$ cat config.mk
export PLATFORM = sky130hd
export DESIGN_NAME = frame_list_keyed_removal_unit
export DESIGN_NICKNAME = d
export VERILOG_FILES = /design/src/rtl/flr_pkg.sv /design/src/rtl/flr_ram.sv /design/src/rtl/flr_scan.sv /design/src/rtl/frame_list_keyed_removal_unit.sv
export SDC_FILE = /design/constraint.sdc
export NUM_CORES = 1
export LEC_CHECK = 0
export BUFFER_PORTS_ARGS = -buffer_cell sky130_fd_sc_hd__buf_2
export CORE_MARGIN = 2
export CORE_UTILIZATION = 53
export DETAILED_ROUTE_END_ITERATION = 8
export GPL_TIMING_DRIVEN = 1
export HOLD_SLACK_MARGIN = 0.12
export PLACE_DENSITY = 0.71
export SLEW_MARGIN = 20
export SYNTH_ARGS = -nofsm -noshare
export SYNTH_HDL_FRONTEND = slang
export SYNTH_HIERARCHICAL = 1
export SYNTH_SLANG_ARGS = --single-unit
$ cat constraint.sdc
create_clock -name clk_i -period 4 [get_ports clk_i]
set_input_delay 0.8 -clock clk_i [delete_from_list [all_inputs] [get_ports clk_i]]
set_output_delay 0.8 -clock clk_i [all_outputs]
set_load 0.03 [all_outputs]
$ cat src/rtl/flr_pkg.sv
// ----------------------------------------------------------------------------
// flr_pkg
// shared types and codes for the frame list keyed removal unit
// ----------------------------------------------------------------------------
package flr_pkg;

  localparam int FrameW    = 6;
  localparam int CountOutW = 7;

  localparam logic OpAppend = 1'b0;
  localparam logic OpRemove = 1'b1;

  typedef enum logic [1:0] {
    StOk       = 2'd0,
    StEmpty    = 2'd1,
    StNotFound = 2'd2,
    StFull     = 2'd3
  } status_e;

  // scan engine status seen by the top level
  typedef struct packed {
    logic              busy;
    logic              done;
    logic              found;
    logic [FrameW-1:0] frame;
  } scan_stat_t;

endpackage

$ cat src/rtl/flr_ram.sv
// ----------------------------------------------------------------------------
// flr_ram
// generic single write, single read port ram with registered read data
// ----------------------------------------------------------------------------
module flr_ram #(
  parameter int Width = 6,
  parameter int Depth = 64
) (
  input  logic                     clk_i,
  input  logic                     we_i,
  input  logic [$clog2(Depth)-1:0] waddr_i,
  input  logic [Width-1:0]         wdata_i,
  input  logic [$clog2(Depth)-1:0] raddr_i,
  output logic [Width-1:0]         rdata_o
);

  logic [Width-1:0] mem_q [Depth];

  always_ff @(posedge clk_i) begin
    if (we_i) begin
      mem_q[waddr_i] <= wdata_i;
    end
    rdata_o <= mem_q[raddr_i];
  end

endmodule

$ cat src/rtl/flr_scan.sv
// ----------------------------------------------------------------------------
// flr_scan
// sequential search and compaction engine, one list entry per cycle
// ----------------------------------------------------------------------------
module flr_scan #(
  parameter int LIST_DEPTH = 64
) (
  input  logic                              clk_i,
  input  logic                              rst_ni,
  input  logic                              start_i,
  input  logic [flr_pkg::FrameW-1:0]        key_i,
  input  logic [$clog2(LIST_DEPTH+1)-1:0]   len_i,
  input  logic                              ack_i,
  output flr_pkg::scan_stat_t               stat_o,
  output logic [$clog2(LIST_DEPTH)-1:0]     ram_raddr_o,
  input  logic [flr_pkg::FrameW-1:0]        ram_rdata_i,
  output logic                              ram_we_o,
  output logic [$clog2(LIST_DEPTH)-1:0]     ram_waddr_o,
  output logic [flr_pkg::FrameW-1:0]        ram_wdata_o
);

  localparam int AddrW = $clog2(LIST_DEPTH);
  localparam int CntW  = $clog2(LIST_DEPTH + 1);

  typedef enum logic {
    SIdle,
    SScan
  } state_e;

  state_e                     state_q, state_d;
  logic [CntW-1:0]            ptr_q, ptr_d;
  logic                       rv_q, rv_d;
  logic [AddrW-1:0]           ridx_q, ridx_d;
  logic                       found_q, found_d;
  logic [flr_pkg::FrameW-1:0] frame_q, frame_d;
  logic [flr_pkg::FrameW-1:0] key_q, key_d;

  logic issue;
  logic drained;
  logic hit;

  assign issue   = (state_q == SScan) && (ptr_q < len_i);
  assign drained = (state_q == SScan) && !rv_q && !issue;
  // the one shared compare
  assign hit     = rv_q && !found_q && (ram_rdata_i == key_q);

  assign ram_raddr_o = ptr_q[AddrW-1:0];
  // after the match every later entry moves down by one
  assign ram_we_o    = (state_q == SScan) && rv_q && found_q;
  assign ram_waddr_o = ridx_q - AddrW'(1);
  assign ram_wdata_o = ram_rdata_i;

  assign stat_o.busy  = (state_q != SIdle);
  assign stat_o.done  = drained;
  assign stat_o.found = found_q;
  assign stat_o.frame = frame_q;

  always_comb begin
    state_d = state_q;
    ptr_d   = ptr_q;
    rv_d    = rv_q;
    ridx_d  = ridx_q;
    found_d = found_q;
    frame_d = frame_q;
    key_d   = key_q;
    case (state_q)
      SIdle: begin
        rv_d = 1'b0;
        if (start_i) begin
          state_d = SScan;
          ptr_d   = '0;
          found_d = 1'b0;
          frame_d = '0;
          key_d   = key_i;
        end
      end
      SScan: begin
        rv_d   = issue;
        ridx_d = ptr_q[AddrW-1:0];
        if (issue) begin
          ptr_d = ptr_q + CntW'(1);
        end
        if (hit) begin
          found_d = 1'b1;
          frame_d = ram_rdata_i;
        end
        if (drained && ack_i) begin
          state_d = SIdle;
        end
      end
      default: state_d = SIdle;
    endcase
  end

  always_ff @(posedge clk_i or negedge rst_ni) begin
    if (!rst_ni) begin
      state_q <= SIdle;
      ptr_q   <= '0;
      rv_q    <= 1'b0;
      found_q <= 1'b0;
    end else begin
      state_q <= state_d;
      ptr_q   <= ptr_d;
      rv_q    <= rv_d;
      found_q <= found_d;
    end
  end

  always_ff @(posedge clk_i) begin
    ridx_q  <= ridx_d;
    frame_q <= frame_d;
    key_q   <= key_d;
  end

endmodule

$ cat src/rtl/frame_list_keyed_removal_unit.sv
// ----------------------------------------------------------------------------
// frame_list_keyed_removal_unit
// ordered frame number list with append at tail and removal of the first
// entry matching a key, order of the rest kept
// ----------------------------------------------------------------------------
//  channel | direction | handshake            | payload
//  in      | input     | in_valid_i/in_stall_o | op_i, frame_number_i
//  out     | output    | out_valid_o/out_stall_i | status_o, removed_frame_o,
//          |           |                      | entry_count_o
//
// an append, a full list or a removal on an empty list finishes in the cycle
// of the request; a removal runs a search and compaction pass through the
// single ram read port, one entry per cycle, before its result is registered.
// reset empties the list; the ram contents are not cleared.
// a request is taken while a result waits, as long as the output register
// can be freed; a finishing removal waits for a stalled result to leave.
module frame_list_keyed_removal_unit #(
  parameter int LIST_DEPTH = 64
) (
  input  logic                          clk_i,
  input  logic                          rst_ni,
  input  logic                          in_valid_i,
  output logic                          in_stall_o,
  input  logic                          op_i,
  input  logic [flr_pkg::FrameW-1:0]    frame_number_i,
  output logic                          out_valid_o,
  input  logic                          out_stall_i,
  output logic [1:0]                    status_o,
  output logic [flr_pkg::FrameW-1:0]    removed_frame_o,
  output logic [flr_pkg::CountOutW-1:0] entry_count_o
);

  localparam int AddrW = $clog2(LIST_DEPTH);
  localparam int CntW  = $clog2(LIST_DEPTH + 1);

  logic [CntW-1:0]                len_q, len_d;
  logic                           out_valid_q, out_valid_d;
  flr_pkg::status_e               out_status_q, out_status_d;
  logic [flr_pkg::FrameW-1:0]     out_frame_q, out_frame_d;
  logic [flr_pkg::CountOutW-1:0]  out_count_q, out_count_d;

  flr_pkg::scan_stat_t            scan_stat;
  logic                           in_acc;
  logic                           out_free;
  logic                           is_full;
  logic                           app_we;
  logic                           scan_start;
  logic                           scan_fin;
  logic [CntW-1:0]                len_new;

  logic [AddrW-1:0]               ram_raddr;
  logic [flr_pkg::FrameW-1:0]     ram_rdata;
  logic                           seq_we;
  logic [AddrW-1:0]               seq_waddr;
  logic [flr_pkg::FrameW-1:0]     seq_wdata;
  logic                           ram_we;
  logic [AddrW-1:0]               ram_waddr;
  logic [flr_pkg::FrameW-1:0]     ram_wdata;

  assign out_free   = !out_valid_q || !out_stall_i;
  assign in_stall_o = scan_stat.busy || !out_free;
  assign in_acc     = in_valid_i && !in_stall_o;
  assign is_full    = (len_q == CntW'(LIST_DEPTH));
  assign app_we     = in_acc && (op_i == flr_pkg::OpAppend) && !is_full;
  assign scan_start = in_acc && (op_i == flr_pkg::OpRemove) && (len_q != '0);
  assign scan_fin   = scan_stat.done && out_free;

  // append writes only while the scan engine is idle
  assign ram_we    = app_we || seq_we;
  assign ram_waddr = app_we ? len_q[AddrW-1:0] : seq_waddr;
  assign ram_wdata = app_we ? frame_number_i : seq_wdata;

  flr_ram #(
    .Width (flr_pkg::FrameW),
    .Depth (LIST_DEPTH)
  ) u_ram (
    .clk_i   (clk_i),
    .we_i    (ram_we),
    .waddr_i (ram_waddr),
    .wdata_i (ram_wdata),
    .raddr_i (ram_raddr),
    .rdata_o (ram_rdata)
  );

  flr_scan #(
    .LIST_DEPTH (LIST_DEPTH)
  ) u_scan (
    .clk_i       (clk_i),
    .rst_ni      (rst_ni),
    .start_i     (scan_start),
    .key_i       (frame_number_i),
    .len_i       (len_q),
    .ack_i       (out_free),
    .stat_o      (scan_stat),
    .ram_raddr_o (ram_raddr),
    .ram_rdata_i (ram_rdata),
    .ram_we_o    (seq_we),
    .ram_waddr_o (seq_waddr),
    .ram_wdata_o (seq_wdata)
  );

  always_comb begin
    len_d        = len_q;
    len_new      = len_q;
    out_valid_d  = out_valid_q && out_stall_i;
    out_status_d = out_status_q;
    out_frame_d  = out_frame_q;
    out_count_d  = out_count_q;
    if (in_acc && !scan_start) begin
      out_valid_d = 1'b1;
      out_frame_d = '0;
      if (op_i == flr_pkg::OpAppend) begin
        if (is_full) begin
          out_status_d = flr_pkg::StFull;
        end else begin
          out_status_d = flr_pkg::StOk;
          len_new      = len_q + CntW'(1);
        end
      end else begin
        out_status_d = flr_pkg::StEmpty;
      end
      len_d       = len_new;
      out_count_d = flr_pkg::CountOutW'(len_new);
    end else if (scan_fin) begin
      out_valid_d = 1'b1;
      if (scan_stat.found) begin
        out_status_d = flr_pkg::StOk;
        out_frame_d  = scan_stat.frame;
        len_new      = len_q - CntW'(1);
      end else begin
        out_status_d = flr_pkg::StNotFound;
        out_frame_d  = '0;
      end
      len_d       = len_new;
      out_count_d = flr_pkg::CountOutW'(len_new);
    end
  end

  always_ff @(posedge clk_i or negedge rst_ni) begin
    if (!rst_ni) begin
      len_q       <= '0;
      out_valid_q <= 1'b0;
    end else begin
      len_q       <= len_d;
      out_valid_q <= out_valid_d;
    end
  end

  always_ff @(posedge clk_i) begin
    out_status_q <= out_status_d;
    out_frame_q  <= out_frame_d;
    out_count_q  <= out_count_d;
  end

  assign out_valid_o     = out_valid_q;
  assign status_o        = out_status_q;
  assign removed_frame_o = out_frame_q;
  assign entry_count_o   = out_count_q;

  // list length stays within the ram
  a_len_bound : assert property (@(posedge clk_i) disable iff (!rst_ni)
    len_q <= CntW'(LIST_DEPTH))
    else $error("list length beyond depth");

  // append and compaction never share the write port
  a_wr_excl : assert property (@(posedge clk_i) disable iff (!rst_ni)
    !(app_we && seq_we))
    else $error("append write during compaction");

  // a successful removal shortens the list by one
  a_rm_len : assert property (@(posedge clk_i) disable iff (!rst_ni)
    scan_fin && scan_stat.found |=> len_q == $past(len_q) - CntW'(1))
    else $error("removal did not shorten list");

  // a finished scan always hands over a result
  a_fin_out : assert property (@(posedge clk_i) disable iff (!rst_ni)
    scan_fin |=> out_valid_q && !scan_stat.busy)
    else $error("finished scan lost its result");

endmodule

==> flow_summary.ini, run 1 <==
[die]
die_x_um = 189
fp-row-count = 67
core-area_um2 = 33700
die_area_um2 = 35900
io_pins = 28
start_util_pct = 54.0
die_h_um = 189

[clock_network]
ctsResizeCount = 0
cts.sinks = 441
clockRootBuffer = clkbuf_16
clkSlewWorstSetupHoldPaths_ns = 0.06
cts.path.max_buffers = 3
holdBufCountCts = 0
cts_tree = yes
clkLatencyLatePin_ns = 0.55
cts_made_buffers = 44
postCtsSetupRepairBufs = 0
h-tree-depth = 2

[synthesis]
synthCells = 1011
avgSynthCellArea_um2 = 18.0
synth_top_flop_cell = edfxtp_1
synth.area.top_cells = edfxtp_1, mux4_2, dfrtp_1
ys_ff_latch = 441
synth_most_common_cell = edfxtp_1
synth_edf_count = 411
ys_warn_count = 6
synth_area_leader_cell = edfxtp_1
yosysTopAreaCellShare_pct = 67.8
ys_types = 67
async_flop_share_pct = 4.08
ys_seq_area_share_pct = 71.6
syn-cell-area_um2 = 18200
syn_nets = 1032
yosys-top-cells-count = edfxtp_1, mux4_2, nor2_1, nand2_1, nand3_1

[timing]
clock_skew_ns = 0.0255
holdWs_ns = 0.204
drv_slew = 0
rsz0062_at_grt = false
setup_tns_ns = 0
fin_crit_sh_pct = 88.1
slew_headroom_pct = 31.7
tightestPinTransition_ns = 1.02
timing.final.crit_period_ns = 3.52
report.final.hold_viol_count = 0
finalSetupViolCount = 0
fmax_mhz = 284

[route]
highest_layer = met4
route.met2.wl_um = 18500
ant_nets = 0
vias = 9551
drc = 0
drt_iter0_drc = 955
routed_wl_um = 38400
drtPass1Iterations = 5
wl_per_cell_um = 25.0
vias_per_cell = 6.23
wl_met1_um = 15700
met3RoutedLength_um = 2980

[placement]
place_congestion = 0.854
hpwl_um = 23600
dp.cells = 1456
portBuffers = 27

[global_route]
grt_pass1_vias = 9728
antenna_found_initial = 0
grt_pass1_wl_um = 58900
overflow = 0
grt_max_degree = 93
grt_use_total_pct = 22.0

[final_layout]
syn_to_final_growth_pct = 10.8
drive_gt1_share_pct = 22.7
final_nets = 1075
final_cells = 1534
fin_util_pct = 59.9
n_antenna_cell = 0

[flow_run]
maxCapViolations = 0

[pwr]
ir_drop_mv = 0.587
p_leak_nw = 6.51
power_density_nw_per_um2 = 742
p_total_mw = 15.0

[outcome]
outcome = completed

[worst_setup_path]
crit_fanout = 12
endpoint_kind = register
worstPathArrival_ns = 3.69
cp-start-kind = register
crit_type = register to register
worst_ep_required_time_ns = 4.16

[min_path]
min_path_type = primary input to async pin
-- registers in the layout (all words and copies together), names as in the netlist --
register / count
status_o: 2
u_ram/mem_q: 384
u_ram/rdata_o: 6
u_scan/frame_q: 6
u_scan/key_q: 6
u_scan/rv_q: 1
u_scan/ptr_q: 7
removed_frame_o: 6
entry_count_o: 7
u_scan/ridx_q: 6
len_q: 7
u_scan/state_q: 1
u_scan/found_q: 1
out_valid_o: 1
-- power breakdown --
group          switching, mW  internal, mW  leakage [nW]
Combinational           3.01          1.69          1.80
Clock                   1.63          2.37         0.680
Sequential             0.219          6.06          4.03
Total                   4.86          10.1          6.51
-- routing by layer --
layer  track usage [%]  vias to the layer above
met5                 0                        -
met4              7.66                        0
met3              4.36                       84
met2              35.7                      418
met1              30.2                     4914
li1                  -                     4135
-- worst max-delay path, stage by stage (launching register included) --
cell and delay (ns):
dfrtp_1 0.50, or3_4 0.39, nor3_1 0.31, nor2_1 0.11
buf_4 0.18, mux2_2 0.33, nor2b_1 0.26, nand2_1 0.46
nor2_1 0.62
-- layout make-up --
type                       count  area, um2
fill                        2425      13500
clock inverter                16        185
clock buffer                  62       1210
tap                          448        561
sequential                   441      13000
multi-input combinational    482       4650
inverter                      19       78.8
timing repair buffer          66        453
-- kinds of logic after synthesis --
logic type,after synthesis,synth area share [%]
xor gates and xnor gates,16,0.770
adders and majority gates,10,0.687
muxes,131,13.9
buffers and inverters,88,2.89
AOI/OAI and AO/OA,103,4.11
DFF,441,71.6
and+or+nand+nor,222,6.10
-- path summary, 6_finish.rpt --
path                                    start                 end  slack, ns  depth (start not counted)
max                                  len_q[2]   u_ram/mem_q[8][2]       0.48                          8
min                                    rst_ni     u_scan/ptr_q[5]       0.20                          1
max reg2reg                          len_q[2]   u_ram/mem_q[8][2]       0.48                          8
min reg2reg                removed_frame_o[0]  removed_frame_o[0]       0.45                          2
max in group asynchronous              rst_ni     u_scan/ptr_q[0]       3.44                          1
min in group clk_i         removed_frame_o[0]  removed_frame_o[0]       0.45                          2
-- placed cells by master (no fill, tap or decap), drive strengths merged, types with 7 or more instances in the layout --
cell type	count
o221ai	12
edfxtp	411
and2	9
mux2	23
dfxtp	12
and3	7
nand2	34
o22ai	16
xor2	8
mux4	93
nor2b	10
nor2	78
nor3	15
buf	66
nand3	29
clkbuf	62
o21ai	9
dfrtp	18
inv	19
xnor2	8
clkinv	12
ha	10
a21oi	17
nand3b	7
mux2i	15
-- per-stage QoR --
step / cell area [um2] / setup WS, ns
6_report: 20200 / 0.476
2_1_floorplan: 18200 / 0.534
4_1_cts: 20200 / 0.562
3_5_place_dp: 18800 / 0.443
5_1_grt: 20200 / 0.288
3_3_place_gp: 18800 / 0.449
(Power assumes the default switching activity.)
==> inputs of run 2 (changes only) <==
- CTS_BUF_LIST: not set -> sky130_fd_sc_hd__clkbuf_2 sky130_fd_sc_hd__clkbuf_4 sky130_fd_sc_hd__clkbuf_8
- GPL_TIMING_DRIVEN: 1 -> not set
==> flow_summary.ini, run 2 (synthesis gave the netlist of run 1 again) <==
[outcome]
outcome = completed

[timing]
drv_slew = 0
fmax_mhz = 284
slew_headroom_pct = 31.9
finalSetupViolCount = 0
clock_skew_ns = 0.0339
timing.final.crit_period_ns = 3.53
tightestPinTransition_ns = 1.02
rsz0062_at_grt = false
fin_crit_sh_pct = 88.1
report.final.hold_viol_count = 0
setup_tns_ns = 0

[clock_network]
ctsResizeCount = 0
clkLatencyLatePin_ns = 0.60
cts_made_buffers = 69
cts_tree = yes
clkSlewWorstSetupHoldPaths_ns = 0.06
cts.sinks = 441
postCtsSetupRepairBufs = 0
holdBufCountCts = 0
clockRootBuffer = clkbuf_8
cts.path.max_buffers = 3
h-tree-depth = 3

[flow_run]
maxCapViolations = 0

[final_layout]
n_antenna_cell = 0
drive_gt1_share_pct = 26.5
mostFrequentLayoutCell = edfxtp_1
final_nets = 1100
final_cell_mix = edfxtp_1, mux4_2, nor2_1
largest_reg_flops = 384
multi_input_area_um2 = 4650
fill_cells = 2469
top_register = u_ram/mem_q
seqCellArea_um2 = 13000
syn_to_final_growth_pct = 10.7

[worst_setup_path]
max_stage_delay_ns = 0.61
worst_ep_required_time_ns = 4.20
path_common_cell = nor2_1
crit_chain = or3_4 -> nor3_1 -> nor2_1 -> buf_4 -> mux2_2 -> nor2b_1 -> nand2_1 -> nor2_1
reg2reg_to = u_ram/mem_q[8][1]
rr_worst_depth = 8
slowest_stage = nor2_1
path_buf_inv = 1
crit_cells = 8
regToRegStartpoint = len_q[2]
endpoint_kind = register
r2r_slack_ns = 0.47
crit_fanout = 12
cp-start-kind = register
crit_family = simple AND/OR/NAND/NOR gates
worstPathArrival_ns = 3.73
crit_type = register to register

[route]
vias = 9650
wl_per_cell_um = 24.6
drtPass1Iterations = 5
routed_wl_um = 38800
drt_iter0_drc = 952
ant_nets = 0
vias_per_cell = 6.12
drc = 0

[placement]
hpwl_um = 23600
place_congestion = 0.854
portBuffers = 27

[die]
fp-row-count = 67
die_x_um = 189
start_util_pct = 54.0
io_pins = 28
core-area_um2 = 33700
die_h_um = 189
die_area_um2 = 35900

[global_route]
overflow = 0
grt_use_total_pct = 22.4
antenna_found_initial = 0
grt_max_degree = 93
grt_pass1_vias = 9897
grt_pass1_wl_um = 59200

[pwr]
p_total_mw = 14.7
power_density_nw_per_um2 = 730
ir_drop_mv = 0.556
p_leak_nw = 6.54

[min_path]
min_path_type = primary input to async pin
[run 2: cell count changes in the layout (fill, tap and decap cells not counted)]
cell        change
clkinvlp_4      +5
clkinv_2        -2
clkinv_8        -1
clkinv_1        +7
inv_6           +1
clkbuf_8       +74
bufinv_16       -2
clkbuf_1       -16
clkbuf_16      -46
clkbuf_4       +24
[run 2: report_power, final]
group          total (mW)  internal, mW  leakage (nW)  switching, mW
clock                3.73          2.06         0.710           1.67
sequential           6.28          6.06          4.03          0.217
combinational        4.71          1.69          1.80           3.02
[run 2: layout make-up]
type	instances	area share, %
timing repair buffer	66	2.25
sequential	441	64.7
clock inverter	24	0.851
tap	448	2.78
clock buffer	98	5.95
inverter	19	0.391
multi-input combinational	482	23.1
[run 2: worst max path at each step]
stage / start / to / slack [ns]
floorplan: out_stall_i / u_ram/mem_q[39][0] / 0.53
global placement: out_stall_i / u_ram/mem_q[0][3] / 0.45
detailed placement: out_stall_i / u_ram/mem_q[8][4] / 0.44
CTS: len_q[2] / u_ram/mem_q[8][1] / 0.52
global route: len_q[2] / u_ram/mem_q[8][1] / 0.26
finish: len_q[2] / u_ram/mem_q[8][1] / 0.47
[run 2: worst reg2reg max path, cell delays in order, from the launching register on]
cell and delay (ns):
dfrtp_1 0.49, or3_4 0.38, nor3_1 0.32, nor2_1 0.11, buf_4 0.18, mux2_2 0.34, nor2b_1 0.25, nand2_1 0.46
nor2_1 0.62
[run 2: metrics by stage]
| stage | instance area [um2] | instances | worst slack [ns] | hold WS (ns) | util [%] |
|---|---|---|---|---|---|
| after floorplan | 18200 | 1011 | 0.534 | 0.487 | - |
| after global placement | 18800 | 1456 | 0.449 | 0.436 | 55.7 |
| after detailed placement | 18800 | 1456 | 0.443 | 0.448 | 55.7 |
| after CTS | 20200 | 1578 | 0.523 | 0.147 | 59.8 |
| after global routing | 20200 | 1578 | 0.256 | 0.149 | 59.8 |
| final | 20200 | 1578 | 0.475 | 0.152 | 59.8 |
[run 2: per-layer routing]
layer  up-vias  routed length, um  track usage, %
li1       4201                  -               -
met1      4914              15700            30.4
met2       458              18700            35.7
met3        77               3270            5.39
met4         0               1110            7.75
met5         -                  0               0
